==> src/assert_macros.svh <==
// Assertion macros used by the RTL top level
`ifndef ASSERT_MACROS_SVH
`define ASSERT_MACROS_SVH

// Same-cycle implication, clocked on clk, off during reset
`define ASSERT_IMPL(label, ante, cons, msg) \
	label: assert property (@(posedge clk) disable iff (!arst_n) (ante) |-> (cons)) \
		else $error(msg);

// Next-cycle implication, clocked on clk, off during reset
`define ASSERT_NEXT(label, ante, cons, msg) \
	label: assert property (@(posedge clk) disable iff (!arst_n) (ante) |=> (cons)) \
		else $error(msg);

`endif

==> src/wmf_pkg.sv <==
// Types and constants of the window mean / median filter
package wmf_pkg;
	localparam int MAX_HALF_DEF    = 7;
	localparam int SAMPLE_BITS_DEF = 16;
	localparam int Q_DEPTH         = 2;

	localparam logic REG_MODE = 1'b0;
	localparam logic REG_HALF = 1'b1;

	typedef enum logic [1:0] {
		MODE_MEAN   = 2'd0,
		MODE_MEDIAN = 2'd1,
		MODE_CHAIN  = 2'd2
	} mode_t;

	typedef struct packed {
		logic       last;
		mode_t      mode;
		logic [2:0] h;
	} ctrl_t;

	typedef enum logic [3:0] {
		ST_IDLE,
		ST_RPLAN,
		ST_ESTART,
		ST_SUM,
		ST_DIV,
		ST_MED,
		ST_RESULT,
		ST_MPLAN,
		ST_EMIT,
		ST_NEXT
	} state_t;
endpackage

==> src/wmf_fifo.sv <==
// Small register queue with full and empty flags
module wmf_fifo #(
	parameter int WIDTH = 8,
	parameter int DEPTH = 2
) (
	input  logic             clk,
	input  logic             arst_n,
	input  logic             wr_en,
	input  logic [WIDTH-1:0] wr_data,
	output logic             full,
	input  logic             rd_en,
	output logic [WIDTH-1:0] rd_data,
	output logic             empty
);
	localparam int PW = (DEPTH > 1) ? $clog2(DEPTH) : 1;
	localparam int CW = $clog2(DEPTH + 1);

	logic [WIDTH-1:0] mem_q [DEPTH];
	logic [PW-1:0]    wr_ptr_q, rd_ptr_q;
	logic [CW-1:0]    count_q;
	logic             do_wr, do_rd;

	assign full    = (count_q == CW'(DEPTH));
	assign empty   = (count_q == '0);
	assign do_wr   = wr_en && !full;
	assign do_rd   = rd_en && !empty;
	assign rd_data = mem_q[rd_ptr_q];

	always_ff @(posedge clk) begin
		if (do_wr) begin
			mem_q[wr_ptr_q] <= wr_data;
		end
	end

	always_ff @(posedge clk or negedge arst_n) begin
		if (!arst_n) begin
			wr_ptr_q <= '0;
			rd_ptr_q <= '0;
			count_q  <= '0;
		end else begin
			if (do_wr) begin
				wr_ptr_q <= (wr_ptr_q == PW'(DEPTH - 1)) ? '0 : wr_ptr_q + 1'b1;
			end
			if (do_rd) begin
				rd_ptr_q <= (rd_ptr_q == PW'(DEPTH - 1)) ? '0 : rd_ptr_q + 1'b1;
			end
			if (do_wr && !do_rd) begin
				count_q <= count_q + 1'b1;
			end else if (do_rd && !do_wr) begin
				count_q <= count_q - 1'b1;
			end
		end
	end
endmodule

==> src/wmf_front.sv <==
// Input side: accepts samples, tags them with mode and window size, queues them
module wmf_front #(
	parameter int MAX_HALF    = wmf_pkg::MAX_HALF_DEF,
	parameter int SAMPLE_BITS = wmf_pkg::SAMPLE_BITS_DEF
) (
	input  logic                   clk,
	input  logic                   arst_n,
	input  logic                   push,
	output logic                   full,
	input  logic [SAMPLE_BITS-1:0] sample,
	input  logic                   sequence_last,
	input  logic [1:0]             filter_mode,
	input  logic [2:0]             half_width,
	output logic                   item_valid,
	input  logic                   item_take,
	output logic [SAMPLE_BITS-1:0] item_sample,
	output wmf_pkg::ctrl_t         item_ctrl
);
	import wmf_pkg::*;

	localparam int          QW   = SAMPLE_BITS + $bits(ctrl_t);
	localparam logic [3:0]  MaxH = 4'(MAX_HALF);

	ctrl_t         ctrl_in;
	logic [3:0]    hw4;
	logic [QW-1:0] q_out;
	logic          q_empty;

	assign hw4 = {1'b0, half_width};

	always_comb begin
		ctrl_in.last = sequence_last;
		ctrl_in.h    = (hw4 > MaxH) ? MaxH[2:0] : half_width;
		unique case (filter_mode)
			2'd1:    ctrl_in.mode = MODE_MEDIAN;
			2'd2:    ctrl_in.mode = MODE_CHAIN;
			default: ctrl_in.mode = MODE_MEAN;
		endcase
	end

	wmf_fifo #(
		.WIDTH(QW),
		.DEPTH(Q_DEPTH)
	) u_item_q (
		.clk    (clk),
		.arst_n (arst_n),
		.wr_en  (push),
		.wr_data({sample, ctrl_in}),
		.full   (full),
		.rd_en  (item_take),
		.rd_data(q_out),
		.empty  (q_empty)
	);

	assign item_valid  = !q_empty;
	assign item_sample = q_out[QW-1 -: SAMPLE_BITS];
	assign item_ctrl   = ctrl_t'(q_out[$bits(ctrl_t)-1:0]);
endmodule

==> src/wmf_back.sv <==
// Filter engine: windows, sequential sum, divider and median select
module wmf_back #(
	parameter int MAX_HALF    = wmf_pkg::MAX_HALF_DEF,
	parameter int SAMPLE_BITS = wmf_pkg::SAMPLE_BITS_DEF
) (
	input  logic                   clk,
	input  logic                   arst_n,
	input  logic                   item_valid,
	output logic                   item_take,
	input  logic [SAMPLE_BITS-1:0] item_sample,
	input  wmf_pkg::ctrl_t         item_ctrl,
	output logic                   res_push,
	input  logic                   res_full,
	output logic [SAMPLE_BITS+1:0] res_data
);
	import wmf_pkg::*;

	localparam int WIN  = 2 * MAX_HALF + 1;
	localparam int IW   = $clog2(WIN + 1);
	localparam int XW   = $clog2(WIN);
	localparam int CW   = IW + 1;
	localparam int SUMW = SAMPLE_BITS + IW;
	localparam int DCW  = $clog2(SUMW);

	state_t state_q, state_d;

	logic signed [SAMPLE_BITS-1:0] raw_win_q  [WIN];
	logic signed [SAMPLE_BITS-1:0] mean_win_q [WIN];
	logic signed [SAMPLE_BITS-1:0] cur_buf    [WIN];
	logic [IW-1:0] raw_fill_q, mean_fill_q;

	logic                          last_q, on_mean_q, mflush_q, neg_q;
	mode_t                         mode_q;
	logic [2:0]                    h_q;
	logic [XW-1:0]                 rc_q, rend_q, mc_q, mend_q, lo_q, hi_q, idx_q;
	logic [IW-1:0]                 n_q, k_q, rem_q;
	logic signed [SUMW-1:0]        acc_q;
	logic [SUMW-1:0]               quot_q;
	logic [DCW-1:0]                dcnt_q;
	logic signed [SAMPLE_BITS-1:0] val_q;

	logic [CW-1:0] h_w, rf_w, mf_w, c_w, f_w, lo_w, hi_w, n_w;
	logic          rhas, mhas, mflush_d, use_med, hit, run_end_d;
	logic [CW-1:0] r_ctr, m_ctr;
	logic [WIN-1:0] lt_vec, le_vec;
	logic [IW-1:0]  n_lt, n_le;
	logic signed [SUMW-1:0] sum_n;
	logic [IW:0]     div_t;
	logic            div_ge;
	logic [IW-1:0]   rem_n;
	logic [SUMW-1:0] quot_n;
	logic signed [SAMPLE_BITS-1:0] q_s;

	always_comb begin
		for (int j = 0; j < WIN; j++) begin
			cur_buf[j] = on_mean_q ? mean_win_q[j] : raw_win_q[j];
		end
	end

	assign h_w   = CW'(h_q);
	assign rf_w  = CW'(raw_fill_q);
	assign mf_w  = CW'(mean_fill_q);
	assign rhas  = ((rf_w - 1'b1) >= h_w) || last_q;
	assign r_ctr = ((rf_w - 1'b1) >= h_w) ? (rf_w - 1'b1 - h_w) : '0;
	assign mflush_d = last_q && (rc_q == rend_q);
	assign mhas  = ((mf_w - 1'b1) >= h_w) || mflush_d;
	assign m_ctr = ((mf_w - 1'b1) >= h_w) ? (mf_w - 1'b1 - h_w) : '0;

	assign c_w  = CW'(on_mean_q ? mc_q : rc_q);
	assign f_w  = on_mean_q ? mf_w : rf_w;
	assign lo_w = (c_w > h_w) ? (c_w - h_w) : '0;
	assign hi_w = ((c_w + h_w) < f_w) ? (c_w + h_w) : (f_w - 1'b1);
	assign n_w  = hi_w - lo_w + 1'b1;
	assign use_med = on_mean_q || (mode_q == MODE_MEDIAN);

	always_comb begin
		for (int j = 0; j < WIN; j++) begin
			lt_vec[j] = (XW'(j) >= lo_q) && (XW'(j) <= hi_q) && (cur_buf[j] < cur_buf[idx_q]);
			le_vec[j] = (XW'(j) >= lo_q) && (XW'(j) <= hi_q) && (cur_buf[j] <= cur_buf[idx_q]);
		end
	end
	assign n_lt = IW'($countones(lt_vec));
	assign n_le = IW'($countones(le_vec));
	assign hit  = (n_lt <= k_q) && (n_le > k_q);

	assign sum_n  = acc_q + SUMW'(cur_buf[idx_q]);
	assign div_t  = {rem_q, quot_q[SUMW-1]};
	assign div_ge = div_t >= {1'b0, n_q};
	assign rem_n  = div_ge ? div_t[IW-1:0] - n_q : div_t[IW-1:0];
	assign quot_n = {quot_q[SUMW-2:0], div_ge};
	assign q_s    = quot_n[SAMPLE_BITS-1:0];

	assign run_end_d = on_mean_q ? ((mc_q == mend_q) && (!last_q || mflush_q))
	                             : (rc_q == rend_q);
	assign res_data  = {val_q, run_end_d, run_end_d && last_q};

	always_ff @(posedge clk or negedge arst_n) begin
		if (!arst_n) begin
			state_q <= ST_IDLE;
		end else begin
			state_q <= state_d;
		end
	end

	always_comb begin
		state_d   = state_q;
		item_take = 1'b0;
		res_push  = 1'b0;
		unique case (state_q)
			ST_IDLE: begin
				item_take = item_valid;
				if (item_valid) state_d = ST_RPLAN;
			end
			ST_RPLAN:  state_d = rhas ? ST_ESTART : ST_NEXT;
			ST_ESTART: state_d = use_med ? ST_MED : ST_SUM;
			ST_SUM:    if (idx_q == hi_q) state_d = ST_DIV;
			ST_DIV:    if (dcnt_q == DCW'(SUMW - 1)) state_d = ST_RESULT;
			ST_MED:    if (hit) state_d = ST_RESULT;
			ST_RESULT: state_d = (!on_mean_q && mode_q == MODE_CHAIN) ? ST_MPLAN : ST_EMIT;
			ST_MPLAN:  state_d = mhas ? ST_ESTART : ST_NEXT;
			ST_EMIT: begin
				res_push = !res_full;
				if (!res_full) begin
					state_d = (on_mean_q && mc_q != mend_q) ? ST_ESTART : ST_NEXT;
				end
			end
			ST_NEXT:   state_d = (rc_q == rend_q) ? ST_IDLE : ST_ESTART;
			default:   state_d = ST_IDLE;
		endcase
	end

	always_ff @(posedge clk or negedge arst_n) begin
		if (!arst_n) begin
			raw_fill_q  <= '0;
			mean_fill_q <= '0;
			on_mean_q   <= 1'b0;
		end else begin
			unique case (state_q)
				ST_IDLE: begin
					if (item_valid) begin
						raw_fill_q <= (raw_fill_q == IW'(WIN)) ? raw_fill_q : raw_fill_q + 1'b1;
					end
					on_mean_q <= 1'b0;
				end
				ST_RESULT: begin
					if (!on_mean_q && mode_q == MODE_CHAIN) begin
						mean_fill_q <= (mean_fill_q == IW'(WIN)) ? mean_fill_q
						                                         : mean_fill_q + 1'b1;
					end
				end
				ST_MPLAN: on_mean_q <= mhas;
				ST_EMIT: begin
					if (!res_full && on_mean_q && mc_q == mend_q) on_mean_q <= 1'b0;
				end
				ST_NEXT: begin
					if (rc_q == rend_q && last_q) begin
						raw_fill_q  <= '0;
						mean_fill_q <= '0;
					end
				end
				default: ;
			endcase
		end
	end

	always_ff @(posedge clk) begin
		unique case (state_q)
			ST_IDLE: begin
				if (item_valid) begin
					last_q <= item_ctrl.last;
					mode_q <= item_ctrl.mode;
					h_q    <= item_ctrl.h;
					if (raw_fill_q == IW'(WIN)) begin
						for (int j = 0; j < WIN - 1; j++) raw_win_q[j] <= raw_win_q[j+1];
						raw_win_q[WIN-1] <= item_sample;
					end else begin
						raw_win_q[raw_fill_q[XW-1:0]] <= item_sample;
					end
				end
			end
			ST_RPLAN: begin
				rc_q   <= XW'(r_ctr);
				rend_q <= last_q ? XW'(rf_w - 1'b1) : XW'(r_ctr);
			end
			ST_ESTART: begin
				lo_q  <= XW'(lo_w);
				hi_q  <= XW'(hi_w);
				idx_q <= XW'(lo_w);
				n_q   <= IW'(n_w);
				k_q   <= IW'(n_w >> 1);
				acc_q <= '0;
			end
			ST_SUM: begin
				acc_q <= sum_n;
				idx_q <= idx_q + 1'b1;
				if (idx_q == hi_q) begin
					neg_q  <= sum_n[SUMW-1];
					quot_q <= sum_n[SUMW-1] ? SUMW'(-sum_n) : SUMW'(sum_n);
					rem_q  <= '0;
					dcnt_q <= '0;
				end
			end
			ST_DIV: begin
				rem_q  <= rem_n;
				quot_q <= quot_n;
				dcnt_q <= dcnt_q + 1'b1;
				if (dcnt_q == DCW'(SUMW - 1)) val_q <= neg_q ? -q_s : q_s;
			end
			ST_MED: begin
				if (hit) val_q <= cur_buf[idx_q];
				else     idx_q <= idx_q + 1'b1;
			end
			ST_RESULT: begin
				if (!on_mean_q && mode_q == MODE_CHAIN) begin
					if (mean_fill_q == IW'(WIN)) begin
						for (int j = 0; j < WIN - 1; j++) mean_win_q[j] <= mean_win_q[j+1];
						mean_win_q[WIN-1] <= val_q;
					end else begin
						mean_win_q[mean_fill_q[XW-1:0]] <= val_q;
					end
				end
			end
			ST_MPLAN: begin
				mflush_q <= mflush_d;
				mc_q     <= XW'(m_ctr);
				mend_q   <= mflush_d ? XW'(mf_w - 1'b1) : XW'(m_ctr);
			end
			ST_EMIT: begin
				if (!res_full && on_mean_q && mc_q != mend_q) mc_q <= mc_q + 1'b1;
			end
			ST_NEXT: begin
				if (rc_q != rend_q) rc_q <= rc_q + 1'b1;
			end
			default: ;
		endcase
	end
endmodule

==> src/window_mean_median_filter_core.sv <==
// Top level of the window mean / median filter: register port, front, engine, result queue
// Each sample enters a two-deep input queue and is filtered over a centered window of
// 2*half_width+1 samples, cut off at the ends of a sequence. One engine works on one sample
// at a time. A sample is taken in the idle step and planned in the plan step. A mean result
// then passes start, a sum of the n window samples added one a cycle, a one-bit-a-cycle
// divider of SAMPLE_BITS + 4 steps at the default window depth, then result, emit and next.
// A median result ranks one candidate against the window each cycle. In mode 2 each mean
// adds a planning step and is followed by the median passes over the means that it enables.
// Results wait in a two-deep queue, and the engine holds in its emit step while that queue is
// full. A sample marked last flushes up to half_width+1 results (up to 2*half_width+1 in
// mode 2), and run_end marks the last result of each sample.
module window_mean_median_filter_core #(
	parameter int MAX_HALF    = wmf_pkg::MAX_HALF_DEF,
	parameter int SAMPLE_BITS = wmf_pkg::SAMPLE_BITS_DEF
) (
	input  logic                   clk,
	input  logic                   arst_n,
	input  logic                   psel,
	input  logic                   penable,
	input  logic                   pwrite,
	input  logic [2:0]             paddr,
	input  logic [31:0]            pwdata,
	output logic [31:0]            prdata,
	output logic                   pready,
	input  logic                   push,
	output logic                   full,
	input  logic [SAMPLE_BITS-1:0] sample,
	input  logic                   sequence_last,
	input  logic                   pop,
	output logic                   empty,
	output logic [SAMPLE_BITS-1:0] filtered,
	output logic                   run_end,
	output logic                   sequence_end
);
	import wmf_pkg::*;

	`include "assert_macros.svh"

	logic [1:0]             filter_mode_q;
	logic [2:0]             half_width_q;
	logic                   item_valid, item_take;
	logic [SAMPLE_BITS-1:0] item_sample;
	ctrl_t                  item_ctrl;
	logic                   res_push, res_full;
	logic [SAMPLE_BITS+1:0] res_data, res_out;

	assign pready = 1'b1;

	always_ff @(posedge clk or negedge arst_n) begin
		if (!arst_n) begin
			filter_mode_q <= 2'd0;
			half_width_q  <= 3'd1;
		end else if (psel && penable && pwrite) begin
			unique case (paddr[2])
				REG_MODE: filter_mode_q <= pwdata[1:0];
				REG_HALF: half_width_q  <= pwdata[2:0];
			endcase
		end
	end

	always_comb begin
		unique case (paddr[2])
			REG_MODE: prdata = {30'd0, filter_mode_q};
			REG_HALF: prdata = {29'd0, half_width_q};
		endcase
	end

	wmf_front #(
		.MAX_HALF   (MAX_HALF),
		.SAMPLE_BITS(SAMPLE_BITS)
	) u_front (
		.clk          (clk),
		.arst_n       (arst_n),
		.push         (push),
		.full         (full),
		.sample       (sample),
		.sequence_last(sequence_last),
		.filter_mode  (filter_mode_q),
		.half_width   (half_width_q),
		.item_valid   (item_valid),
		.item_take    (item_take),
		.item_sample  (item_sample),
		.item_ctrl    (item_ctrl)
	);

	wmf_back #(
		.MAX_HALF   (MAX_HALF),
		.SAMPLE_BITS(SAMPLE_BITS)
	) u_back (
		.clk        (clk),
		.arst_n     (arst_n),
		.item_valid (item_valid),
		.item_take  (item_take),
		.item_sample(item_sample),
		.item_ctrl  (item_ctrl),
		.res_push   (res_push),
		.res_full   (res_full),
		.res_data   (res_data)
	);

	wmf_fifo #(
		.WIDTH(SAMPLE_BITS + 2),
		.DEPTH(Q_DEPTH)
	) u_res_q (
		.clk    (clk),
		.arst_n (arst_n),
		.wr_en  (res_push),
		.wr_data(res_data),
		.full   (res_full),
		.rd_en  (pop),
		.rd_data(res_out),
		.empty  (empty)
	);

	assign filtered     = res_out[SAMPLE_BITS+1:2];
	assign run_end      = res_out[1];
	assign sequence_end = res_out[0];

	`ASSERT_IMPL(a_res_no_overflow, res_push, !res_full, "result written into full queue")
	`ASSERT_IMPL(a_take_valid, item_take, item_valid, "engine took item from empty queue")
	`ASSERT_IMPL(a_seq_end_run_end, !empty && sequence_end, run_end, "sequence end without run end")
	`ASSERT_NEXT(a_take_one, item_take, !item_take, "engine took two items back to back")
endmodule

==> config.mk <==
export PLATFORM = sky130hd
export DESIGN_NAME = window_mean_median_filter_core
export DESIGN_NICKNAME = d
export VERILOG_FILES = /design/src/wmf_pkg.sv /design/src/wmf_fifo.sv /design/src/wmf_front.sv /design/src/wmf_back.sv /design/src/window_mean_median_filter_core.sv
export VERILOG_INCLUDE_DIRS = /design/src /design/src/src
export SDC_FILE = /design/constraint.sdc
export NUM_CORES = 2
export LEC_CHECK = 0
export CORE_MARGIN = 4
export CORE_UTILIZATION = 40
export DETAILED_ROUTE_END_ITERATION = 10
export DONT_BUFFER_PORTS = 1
export PLACE_DENSITY_LB_ADDON = 0.05
export SLEW_MARGIN = 20
export SYNTH_ARGS = -nofsm -noshare
export SYNTH_HDL_FRONTEND = slang
export SYNTH_HIERARCHICAL = 1
export SYNTH_SLANG_ARGS = --single-unit
==> constraint.sdc <==
create_clock -name clk -period 11.2 [get_ports clk]
set_input_delay 1.12 -clock clk [delete_from_list [all_inputs] [get_ports clk]]
set_output_delay 1.12 -clock clk [all_outputs]
set_load 0.01 [all_outputs]
==> out/qor.txt <==
flops & latches, synth = 692
cells after synthesis = 3408
RSZ-0062 raised after global routing = no
gr ovfl total = 0
crit path launch type = flip-flop
Placer Congestion = 0.974
slowest cell on the critical path = dfrtp_4
Root Buffer = clkbuf_16
gr usage total = 23.1%
area leader, netlist = edfxtp_1
drt total wl = 136000 um
antenna violations before repair = 8
Hold Violations, Final = 0
Synth cell types = 86
post-detail-place hpwl = 106000 um
crit-path max FO = 25
CTS sink cnt = 692
Core Area = 0.108 mm2
Initial Util = 40.5%
FMAX = 92.9 MHz
ys flop type = edfxtp_1
number of flops mapped to enable cells by yosys = 666
CP max stage delay = 0.82 ns
Num CTS Buffers = 86
Max Root-Sink Buffers = 3
via count = 27984
Via density = 5.73
syn_area_per_cell = 12.8 um2
Final period util = 96.1%
hold bufs inserted after CTS = 0
I/O pin total = 112
Setup Fix Bufs, Post-CTS = 0
DRC viols = 0
asr flop ratio synth = 3.76%
largest net degree at the start of global routing = 70
synth cell count leaders = 778 x mux2_2, 666 x edfxtp_1, 316 x ha_1, 178 x nand2_1, 161 x nor2_1
Max Cap Violations = 0
status = completed
DRT antenna net count = 0
final setup skew = 0.0288 ns
Yosys warning count = 6
Final min period = 10.76 ns
synthesized area = 0.0436 mm2
DR iter-0 viols = 1907
Clock transition at path regs = 0.06 ns
crit path capture type = flip-flop
critical path class = reg2reg
Horiz. Die Dim = 338 um
post-layout util = 44.7%
hold crit path type = in2async
vias in the first global route = 29717
Port Buffers = 0
fin. max-slew vios = 0
Resized Gates After CTS = 0
Least-Margin Pin Slew = 1.17 ns
Crit path top cell by count = fa_1
Max H-tree Level = 3
DRT Pass-1 Iters = 5
count leader, synth = mux2_2
Yosys top cell area share = 45.8%
layout cells sized above 1 = 30.6%
TritonCTS clock tree = done
Reg2Reg Setup Slack = 0.44 ns
mean routed wirelength per cell = 27.8 um
Finish-stage setup viols = 0
die area = 0.114 mm2
Critical Path RT = 11.78 ns
final net count = 3807
sequential area share after synthesis = 47.3%
clock latency on the worst-skew pair = 0.66 ns
Cell Rows = 120
global-route wire length before repair = 198000 um
Worst Path Arrival = 11.34 ns
die height = 338 um
relative slew slack = 21.7%
top cells by area, synth = edfxtp_1 46%, mux2_2 20%, ha_1 9.1%
Layout area overhead = 10.3%
setup total negative slack = 0 ns
## final cells by class
class,instances,area [um2]
Antenna cell,3,7.51
Clock buffer,104,2280
Clock inverter,53,494
Fill cell,9784,59500
Inverter,98,368
Multi-Input combinational cell,2446,21900
Sequential cell,692,20700
Tap cell,1403,1760
Timing Repair Buffer,81,696
## layout by cell type (no fill, tap or decap), types with 32 or more instances in the layout
| cell type | Yosys | layout |
|---|---|---|
| edfxtp_1 | 666 | 666 |
| mux2_2 | 778 | 778 |
| nor3_1 | 36 | 34 |
| nand3_1 | 64 | 62 |
| xnor2_1 | 44 | 44 |
| buf_4 | 31 | 74 |
| nor2_1 | 161 | 158 |
| o21a_1 | 73 | 73 |
| o21ai_0 | 104 | 102 |
| clkbuf_16 | 0 | 89 |
| a21oi_1 | 96 | 93 |
| nand4_1 | 59 | 59 |
| mux2i_1 | 36 | 36 |
| nor2b_1 | 55 | 55 |
| xor2_1 | 50 | 50 |
| ha_1 | 316 | 316 |
| a21o_1 | 49 | 49 |
| mux4_2 | 37 | 37 |
| inv_1 | 96 | 96 |
| nand2_1 | 178 | 178 |
| nand2b_1 | 32 | 32 |
## registers in the layout, indices dropped and copies added, names as in the netlist, 4 cells and up
register / flops
u_back/raw_win_q: 240
u_back/state_q: 4
u_back/dcnt_q: 5
u_back/idx_q: 4
u_back/raw_fill_q: 4
u_back/rem_q: 4
u_back/mend_q: 4
u_front/u_item_q/mem_q: 44
u_back/mc_q: 4
u_back/lo_q: 4
u_back/mean_win_q: 240
u_back/val_q: 16
u_back/quot_q: 20
u_back/rc_q: 4
u_back/rend_q: 4
u_res_q/mem_q: 36
u_back/hi_q: 4
u_back/acc_q: 20
u_back/mean_fill_q: 4
## cells by family (layout without fill, tap and decap cells)
logic type               Yosys count  after routing  share of synthesized area, %
flip-flops                       692            692                          47.3
AND/OR/NAND/NOR                  666            666                          7.54
multiplexers                     863            863                          23.2
AO/OA/AOI/OAI                    450            450                          6.72
buffers and inverters            298            336                          2.96
adder cells (fa/ha/maj)          343            343                          10.3
XOR/XNOR                          94             94                          1.89
other                              2             33                        0.0172
## routing by layer
layer  vias up  track usage [%]  share of wire, %
met2       626             39.8                48
li1      12981                -                 -
met4         0             6.56               2.9
met5         -                0                 0
met1     14185             30.6                45
met3       192             3.14               3.8
## per-stage QoR
stage                     instances  hold slack [ns]  worst slack, ns  cell area (um2)
after detailed placement       4720            0.498            0.424            45300
after CTS                      4877           0.0957            0.398            48100
after global placement         4720            0.496            0.489            45300
after global routing           4877            0.107           0.0537            48100
final                          4880            0.150            0.441            48100
after floorplan                3436            0.461            0.840            43700
## critical path, delay by kind of cell, from the launching register on
family | cells | cell delay, ns
AND/OR/NAND/NOR | 5 | 0.68
adder cells (fa/ha/maj) | 8 | 3.68
buffers and inverters | 4 | 0.79
multiplexers | 3 | 1.15
XOR/XNOR | 1 | 0.49
AO/OA/AOI/OAI | 12 | 3.00
flip-flops | 1 | 0.82
## worst paths after layout
check | start | endpoint | cells past startpoint
max | u_back/on_mean_q | u_back/state_q[2] | 33
min | arst_n | u_back/state_q[2] | 0
max reg2reg | u_back/on_mean_q | u_back/state_q[2] | 33
min reg2reg | u_front/u_item_q/wr_ptr_q | u_front/u_item_q/wr_ptr_q | 1
max in group asynchronous | arst_n | half_width_q[0] | 0
min in group clk | u_front/u_item_q/wr_ptr_q | u_front/u_item_q/wr_ptr_q | 1
Power is left out: the tool's default activity adds up to more than one toggle a clock period on the data nets, which glitch-free logic cannot reach.
